<file path="config.mk">
export PLATFORM = sky130hd
export DESIGN_NAME = fault_record_table
export DESIGN_NICKNAME = d
export VERILOG_FILES = /design/src/rtl/frt_pkg.sv /design/src/rtl/fault_record_table.sv /design/src/rtl/frt_cell.sv
export SDC_FILE = /design/constraint.sdc
export NUM_CORES = 2
export LEC_CHECK = 0
export BUFFER_PORTS_ARGS = -buffer_cell sky130_fd_sc_hd__buf_2
export CAP_MARGIN = 20
export CORE_UTILIZATION = 55
export CTS_BUF_LIST = sky130_fd_sc_hd__clkbuf_8
export CTS_CLUSTER_SIZE = 16
export DETAILED_ROUTE_END_ITERATION = 8
export PLACE_DENSITY = 0.74
export SYNTH_ARGS = -nofsm -noshare
export SYNTH_HDL_FRONTEND = slang
export SYNTH_SLANG_ARGS = --single-unit
export TNS_END_PERCENT = 5
</file>
<file path="constraint.sdc">
create_clock -name clk -period 4 [get_ports clk]
set_clock_uncertainty 0.15 [all_clocks]
set_input_delay 0.2 -clock clk [delete_from_list [all_inputs] [get_ports clk]]
set_output_delay 0.2 -clock clk [all_outputs]
set_load 0.05 [all_outputs]
</file>
<file path="src/rtl/frt_pkg.sv">
// Shared types and constants of the fault record table.
package frt_pkg;

	localparam int CODE_W  = 32;
	localparam int COUNT_W = 16;
	localparam int STAMP_W = 32;

	typedef enum logic [1:0] {
		CMD_RAISE = 2'd0,
		CMD_CLEAR = 2'd1,
		CMD_RESET_NONCRIT = 2'd2,
		CMD_QUERY = 2'd3
	} cmd_t;

	// Contents of one fault record.
	typedef struct packed {
		logic [CODE_W-1:0]  code;
		logic [COUNT_W-1:0] count;
		logic [STAMP_W-1:0] stamp;
		logic               active;
	} rec_t;

	// Search token that walks the row of cells.
	typedef struct packed {
		logic               valid;
		logic               found;
		logic               is_match;
		rec_t               rec;
		logic [STAMP_W-1:0] min_stamp;
	} tok_t;

	// Update broadcast from the controller to every cell.
	typedef struct packed {
		logic              en;
		logic              clear_nc;
		logic [CODE_W-1:0] crit_mask;
		rec_t              rec;
	} wr_t;

endpackage

</file>
<file path="src/rtl/fault_record_table.sv">
// Top level of the fault record table: controller, mask register and the row of record cells.
//
// Usage. A request is offered on command, fault_code and timestamp with start
// high; it is taken at a rising edge where start is high and busy is low. The
// block then keeps busy high while the request is processed. Commands raise a
// fault, clear a fault, drop the faults outside critical_mask, or query.
//
// The records sit in a row of RECORDS cells. A search token enters the first
// cell in the cycle after the request is taken and moves one cell per cycle,
// collecting the first record whose code matches, the first empty record and
// the record with the oldest time. When it leaves the last cell the controller
// updates the chosen record and the mask and registers the result.
//
// Result: when the token leaves the last cell the result is registered and done
// is high for exactly one cycle; busy falls in that same cycle, so a new request
// can be taken while done is high. Requests do not overlap: each one waits for
// the token of the last to walk the whole row.
//
// The receiver cannot stall: each result is shown for one cycle only. critical_mask is
// written through cfg_we and cfg_wdata, by the user only while the block is idle; the
// block does not enforce this. Reset clears the mask, critical_mask and every record.
module fault_record_table import frt_pkg::*; #(
	parameter int RECORDS = 8
) (
	input  logic               clk,
	input  logic               arst_n,
	input  logic               start,
	output logic               busy,
	input  logic [1:0]         command,
	input  logic [CODE_W-1:0]  fault_code,
	input  logic [STAMP_W-1:0] timestamp,
	input  logic               cfg_we,
	input  logic [CODE_W-1:0]  cfg_wdata,
	output logic               done,
	output logic [CODE_W-1:0]  active_mask,
	output logic               has_fault,
	output logic [CODE_W-1:0]  record_code,
	output logic [COUNT_W-1:0] record_count,
	output logic [STAMP_W-1:0] record_time,
	output logic               record_active
);

	localparam int IDX_W = (RECORDS > 1) ? $clog2(RECORDS) : 1;

	// Request registers and control.
	logic               busy_q;
	logic               launch_q;
	logic               done_q;
	cmd_t               cmd_q;
	logic [CODE_W-1:0]  code_q;
	logic [STAMP_W-1:0] stamp_q;
	logic [CODE_W-1:0]  crit_q;
	logic [CODE_W-1:0]  mask_q;
	rec_t               res_q;
	logic               has_fault_q;

	logic accept;
	assign accept = start && !busy_q;

	// Token chain through the cells.
	tok_t             tok   [RECORDS+1];
	logic [IDX_W-1:0] sel_idx [RECORDS+1];
	logic [IDX_W-1:0] min_idx [RECORDS+1];

	wr_t              wr;
	logic [IDX_W-1:0] wr_idx;

	// The oldest search starts from the largest time at index zero, so a row
	// of all-ones times still picks the first record.
	always_comb begin
		tok[0]           = '0;
		tok[0].valid     = launch_q;
		tok[0].min_stamp = '1;
	end
	assign sel_idx[0] = '0;
	assign min_idx[0] = '0;

	for (genvar g = 0; g < RECORDS; g++) begin : g_cell
		frt_cell #(
			.INDEX (g),
			.IDX_W (IDX_W)
		) u_cell (
			.clk       (clk),
			.arst_n    (arst_n),
			.code_i    (code_q),
			.tok_i     (tok[g]),
			.sel_idx_i (sel_idx[g]),
			.min_idx_i (min_idx[g]),
			.tok_o     (tok[g+1]),
			.sel_idx_o (sel_idx[g+1]),
			.min_idx_o (min_idx[g+1]),
			.wr_i      (wr),
			.wr_idx_i  (wr_idx)
		);
	end

	// Finish step, taken when the token leaves the last cell.
	tok_t              tail;
	logic              finish;
	logic [CODE_W-1:0] mask_next;
	rec_t              res_next;
	rec_t              bumped;

	assign tail   = tok[RECORDS];
	assign finish = tail.valid;

	always_comb begin
		bumped        = tail.rec;
		bumped.code   = code_q;
		bumped.count  = (tail.rec.count == '1) ? tail.rec.count : tail.rec.count + 1'b1;
		bumped.stamp  = stamp_q;
		bumped.active = 1'b1;
	end

	always_comb begin
		wr           = '0;
		wr.crit_mask = crit_q;
		wr_idx       = sel_idx[RECORDS];
		mask_next    = mask_q;
		res_next     = tail.found ? tail.rec : '0;
		case (cmd_q)
			CMD_RAISE: begin
				mask_next = mask_q | code_q;
				wr.en     = finish;
				if (tail.found) begin
					wr.rec = bumped;
				end else begin
					// Table full and no match: the oldest record is replaced.
					wr_idx        = min_idx[RECORDS];
					wr.rec.code   = code_q;
					wr.rec.count  = COUNT_W'(1);
					wr.rec.stamp  = stamp_q;
					wr.rec.active = 1'b1;
				end
				res_next = wr.rec;
			end
			CMD_CLEAR: begin
				mask_next = mask_q & ~code_q;
				wr.en     = finish && tail.found;
				wr.rec    = tail.rec;
				wr.rec.active = 1'b0;
				if (tail.found) begin
					res_next.active = 1'b0;
				end
			end
			CMD_RESET_NONCRIT: begin
				mask_next   = mask_q & crit_q;
				wr.clear_nc = finish;
				if (tail.found && (tail.rec.code != '0) && ((tail.rec.code & crit_q) == '0)) begin
					res_next.active = 1'b0;
				end
			end
			default: begin
				// Query leaves the state alone.
			end
		endcase
	end

	always_ff @(posedge clk or negedge arst_n) begin
		if (!arst_n) begin
			busy_q   <= 1'b0;
			launch_q <= 1'b0;
			done_q   <= 1'b0;
			mask_q   <= '0;
			crit_q   <= '0;
		end else begin
			launch_q <= accept;
			done_q   <= finish;
			if (accept) begin
				busy_q <= 1'b1;
			end else if (finish) begin
				busy_q <= 1'b0;
			end
			if (finish) begin
				mask_q <= mask_next;
			end
			if (cfg_we) begin
				crit_q <= cfg_wdata;
			end
		end
	end

	always_ff @(posedge clk) begin
		if (accept) begin
			cmd_q   <= cmd_t'(command);
			code_q  <= fault_code;
			stamp_q <= timestamp;
		end
		if (finish) begin
			res_q       <= res_next;
			has_fault_q <= |(mask_next & code_q);
		end
	end

	assign busy          = busy_q;
	assign done          = done_q;
	assign active_mask   = mask_q;
	assign has_fault     = has_fault_q;
	assign record_code   = res_q.code;
	assign record_count  = res_q.count;
	assign record_time   = res_q.stamp;
	assign record_active = res_q.active;

endmodule

</file>
<file path="src/rtl/frt_cell.sv">
// One record cell: holds a fault record and advances the search token by one place.
module frt_cell import frt_pkg::*; #(
	parameter int INDEX = 0,
	parameter int IDX_W = 3
) (
	input  logic              clk,
	input  logic              arst_n,
	input  logic [CODE_W-1:0] code_i,
	input  tok_t              tok_i,
	input  logic [IDX_W-1:0]  sel_idx_i,
	input  logic [IDX_W-1:0]  min_idx_i,
	output tok_t              tok_o,
	output logic [IDX_W-1:0]  sel_idx_o,
	output logic [IDX_W-1:0]  min_idx_o,
	input  wr_t               wr_i,
	input  logic [IDX_W-1:0]  wr_idx_i
);

	localparam logic [IDX_W-1:0] MY_IDX = IDX_W'(INDEX);

	rec_t             rec_q;
	tok_t             tok_q;
	logic [IDX_W-1:0] sel_idx_q;
	logic [IDX_W-1:0] min_idx_q;

	logic hit;
	logic empty;
	logic take;
	logic older;

	assign hit   = (rec_q.code == code_i);
	assign empty = (rec_q.code == '0);
	// A matching code beats an earlier empty record; the first of each kind wins.
	assign take  = (hit && !tok_i.is_match) || (empty && !tok_i.found);
	assign older = (rec_q.stamp < tok_i.min_stamp);

	always_ff @(posedge clk or negedge arst_n) begin
		if (!arst_n) begin
			tok_q     <= '0;
			sel_idx_q <= '0;
			min_idx_q <= '0;
		end else begin
			tok_q.valid     <= tok_i.valid;
			tok_q.found     <= tok_i.found | hit | empty;
			tok_q.is_match  <= tok_i.is_match | hit;
			tok_q.rec       <= take ? rec_q : tok_i.rec;
			tok_q.min_stamp <= older ? rec_q.stamp : tok_i.min_stamp;
			sel_idx_q       <= take ? MY_IDX : sel_idx_i;
			min_idx_q       <= older ? MY_IDX : min_idx_i;
		end
	end

	always_ff @(posedge clk or negedge arst_n) begin
		if (!arst_n) begin
			rec_q <= '0;
		end else if (wr_i.en && (wr_idx_i == MY_IDX)) begin
			rec_q <= wr_i.rec;
		end else if (wr_i.clear_nc && !empty && ((rec_q.code & wr_i.crit_mask) == '0)) begin
			rec_q.active <= 1'b0;
		end
	end

	assign tok_o     = tok_q;
	assign sel_idx_o = sel_idx_q;
	assign min_idx_o = min_idx_q;

endmodule

</file>
==> flow_results.org <==
** Yosys
- Fraction of the yosys area taken by sequential cells :: 59.4%
- Among all cell types in the netlist, the one instantiated most often is dfrtp_1.
- The synthesized design contains 1,792 register bits.
- Synthesis produced a netlist whose cell count is 6,397.
- Leading cell types by count after synthesis :: 1,644 x dfrtp_1, 838 x mux2_2, 783 x nand2_1
- The Yosys step of the flow raised 0 warnings.
- Cell types with the largest area share after synthesis :: dfrtp_1 54%, mux2_2 12%, edfxtp_1 5.8%
- Ys async rst share :: 91.7%
- Area share of the largest cell type after synthesis :: 53.6%
- Counting flops with a built-in enable in the synthesized netlist gives 148.
- Count of cell types in the netlist :: 74
- Yosys top cell by area :: dfrtp_1
- Synthesized cell area :: 76,800 sq um
- Post-Synthesis Net Count :: 6,722
- A synthesized cell averages 12.0 sq um.
- Most common flop cell mapped by yosys :: dfrtp_1

** Setup path
- The startpoint identified for the worst register-to-register timing path is g_cell[3].u_cell.rec_q[2].
- Max FO, Critical Path :: 18
- The setup check on the worst reg-to-reg path leaves a slack of 0.30 ns.
- At the worst endpoint, the arrival time is 4.39 ns.
- The worst setup path is launched from a flip-flop.
- Worst Setup End Kind :: flip-flop
- The number of cells on the worst reg-to-reg path is 7.
- Data on the critical path is required at its endpoint by 4.69 ns.
- Reg2reg end :: g_cell[3].u_cell.tok_o[6]
- The setup path with the least slack is of type reg -> reg.

** Placement
- HPWL after detailed placement :: 166,000 um
- The congestion estimate from routability-driven global placement came to 1.06.
- Port buffering added 217 buffers.
- Number of placed instances, taps included :: 8,272
- The placed instances occupy a cell area of 80,800 sq um.

** Timing
- Final sum of negative setup slack :: 0 ns
- Relative slew slack :: 1.52%
- Number of endpoints with negative hold slack in the final report :: 0
- Total count of max-transition violations in the final report :: 0
- Setup-failing EPs final :: 0
- Crit path time final :: 3.70 ns
- The final critical path takes up 92.5% of the cycle.
- Slew at the pin with the worst max-slew slack :: 1.48 ns
- RSZ-0062 raised after global routing :: no
- Maximum achievable frequency :: 270 MHz

** Routing
- Routed via count :: 54.6k
- Avg Vias per Cell :: 6.05
- The detail route stage leaves a number of antenna-violating nets equal to 0.
- After detailed routing, the total wire length is 243,000 um.
- After the first detailed-routing iteration, the DRC count stood at 5,510.
- WL/cell :: 27.0 um
- DRC violations left :: 0
- The pre-antenna-repair detailed-routing pass consisted of 8 iterations.

** Final layout
- Summing all multi-input logic gate instances after layout gives 28,700 sq um.
- The count of cells in the finished layout, fillers not included, comes to 9,015.
- In the final design database the tool counted 7,275 nets.
- Summing all flip-flop and latch instances after layout gives 45,600 sq um.
- With fillers left out, the area of the finished cells amounts to 89,100 sq um.
- Fill cells in the final layout number 10.2k.
- The area growth from synthesis to layout is 16.0%.
- Of the cells placed in the final design, the portion with a size suffix greater than 1 is 24.2%.

** Clock tree
- Counting every sink on the clock net gives 1,792.
- Clk slew on worst S/H paths :: 0.06 ns
- The clock passes through at most 4 buffers.
- The number of setup buffers added after CTS is 0.
- TritonCTS clock tree :: yes
- Clock latency on the worst-skew pair :: 1.01 ns
- In this run, CTS created clock tree buffers numbering 304.
- CTS Root Buffer Type :: clkbuf_8
- In this run, post-CTS hold repair placed 233 buffers.
- After clock tree synthesis, the repair step resized 0 gates.
- CTS built an H-tree with a depth of 5.

** Die
- Measured along the y axis, the die boundary spans 376 um.
- Effective utilization at floorplan :: 55.6%
- IO Count :: 218
- After floorplanning, the core was divided into 136 placement rows.
- The floorplan step set the die width to 376 um.
- Total Die Area :: 141,000 sq um
- The total area inside the core boundary comes to 138,000 sq um.

** Status
- The run finished with clean final reports.

** GRT
- Initial antenna violation count :: 11
- Aggregate global-route resource usage :: 34.8%
- Entering global routing, the biggest net connects 182 pins.
- For this run the aggregate overflow at the end of global routing stands at 0.
- Number of global-route vias before repair :: 55.2k
- Wire length of the first global-routing pass :: 361,000 um

** Min path
- Sink of the worst hold path :: g_cell[2].u_cell.tok_o[115]
- Worst hold-check path type :: reg -> reg
- Instance count along the most critical hold path :: 0
- In this run the most critical hold path is launched from g_cell[1].u_cell.tok_o[115].

** Power
- IR analysis of the VDD net gives a maximum drop of 1230 uV.
- Power per standard cell area :: 763 nW/um^2
- P_leak :: 41.3 nW

** Run
- Max-cap violations in this run came to 0.
==> metal layers <==
| layer | GRT usage (%) | up-vias | part of all wire [%] |
|---|---|---|---|
| li1 | - | 23600 | - |
| met1 | 46.7 | 27500 | 41 |
| met2 | 52.8 | 2628 | 45 |
| met3 | 8.33 | 862 | 8.6 |
| met4 | 18.0 | 2 | 5.9 |
| met5 | 0 | - | 0.0053 |
==> flip-flops by register name, summed over array words and instances, names as in the netlist <==
register / count
g_cell.u_cell.sel_idx_o: 17
has_fault: 1
record_count: 16
record_code: 32
code_q: 32
launch_q: 1
cmd_q: 2
active_mask: 32
record_time: 32
record_active: 1
done: 1
stamp_q: 32
g_cell.u_cell.min_idx_o: 17
crit_q: 32
g_cell.u_cell.rec_q: 648
busy: 1
g_cell.u_cell.tok_o: 895
==> cell usage in the layout (no fill, tap or decap), types with 8 or more instances in the layout <==
cell type / netlist / layout
nand3_1: 52 / 52
a221oi_1: 43 / 43
dlygate4sd3_1: 0 / 232
xor2_1: 37 / 37
a21o_1: 11 / 11
and4_1: 11 / 11
nand2_1: 783 / 783
and3_1: 15 / 15
buf_2: 103 / 217
ha_1: 223 / 220
buf_4: 25 / 165
clkinvlp_4: 0 / 9
buf_12: 0 / 45
nor3_1: 15 / 15
nand4_1: 142 / 142
xnor2_1: 228 / 228
inv_1: 243 / 328
o22ai_1: 9 / 9
o2111ai_1: 9 / 9
mux2_2: 838 / 838
a31oi_1: 13 / 12
nor2_1: 93 / 90
a222oi_1: 9 / 9
or2_4: 0 / 8
o21ai_0: 676 / 676
clkinv_2: 0 / 19
dfrtp_1: 1644 / 1643
or2_2: 22 / 17
a22oi_1: 135 / 135
nand2b_1: 16 / 16
edfxtp_1: 148 / 148
nor4_1: 107 / 107
nor2b_1: 91 / 90
clkbuf_8: 0 / 374
a22o_1: 102 / 102
a21oi_1: 161 / 159
==> cells by family (layout without fill, tap and decap cells) <==
logic type      after synthesis  count (layout)  synth area share (%)
compound gates             1244            1244                  9.81
xor+xnor                    265             265                  3.02
fa+ha+maj                   223             223                  3.63
buf+inv                     658            1407                  3.54
flops                      1792            1792                  59.4
mux                         842             842                  12.3
other cells                   0               6                     0
simple gates               1373            1373                  8.29
==> worst max-delay path by stage <==
stage                                 from                         end  depth (start not counted)  slack [ns]
2_1_floorplan  g_cell[7].u_cell.tok_o[115]  g_cell[7].u_cell.rec_q[35]                          7        0.23
3_3_place_gp     g_cell[3].u_cell.rec_q[2]   g_cell[3].u_cell.tok_o[9]                          7        0.47
3_5_place_dp     g_cell[3].u_cell.rec_q[2]   g_cell[3].u_cell.tok_o[6]                          7        0.43
4_1_cts          g_cell[3].u_cell.rec_q[2]   g_cell[3].u_cell.tok_o[6]                          7        0.34
6_report         g_cell[3].u_cell.rec_q[2]   g_cell[3].u_cell.tok_o[6]                          7        0.30
5_1_grt          g_cell[3].u_cell.rec_q[2]   g_cell[3].u_cell.tok_o[6]                          7        0.19
==> layout make-up <==
cell class	count	area share (%)
multi-input cells	3947	32.3
inverters	244	1.03
clock buffers	374	5.78
diodes	6	0.0169
repair buffers	661	6.29
flip-flops and latches	1792	51.2
well taps	1863	2.62
clock inverters	128	0.827
==> worst max-delay path, stage by stage (launching register included) <==
cell	delay (ns)
dfrtp_1	0.42
ha_1	0.29
a2111oi_0	0.62
or4_1	0.23
nand4_1	0.36
a31oi_4	0.80
buf_12	0.26
mux2_2	0.36
==> through the flow <==
step / power [mW] / setup WS [ns] / utilization (%) / hold slack (ns)
5_1_grt: 70.5 / 0.188 / 64.5 / 0.212
4_1_cts: 67.7 / 0.345 / 64.5 / 0.200
3_3_place_gp: 50.8 / 0.475 / 58.5 / 0.0347
2_1_floorplan: 41.1 / 0.225 / - / -0.246
3_5_place_dp: 51.4 / 0.433 / 58.6 / 0.0458
6_report: 67.9 / 0.302 / 64.6 / 0.199
==> report_power, final <==
part           switching (mW)  total, mW  internal [mW]
logic                    15.3       26.3           11.0
registers                3.57       25.6           22.0
clock network            7.22       16.0           8.83
(Power assumes the default switching activity.)
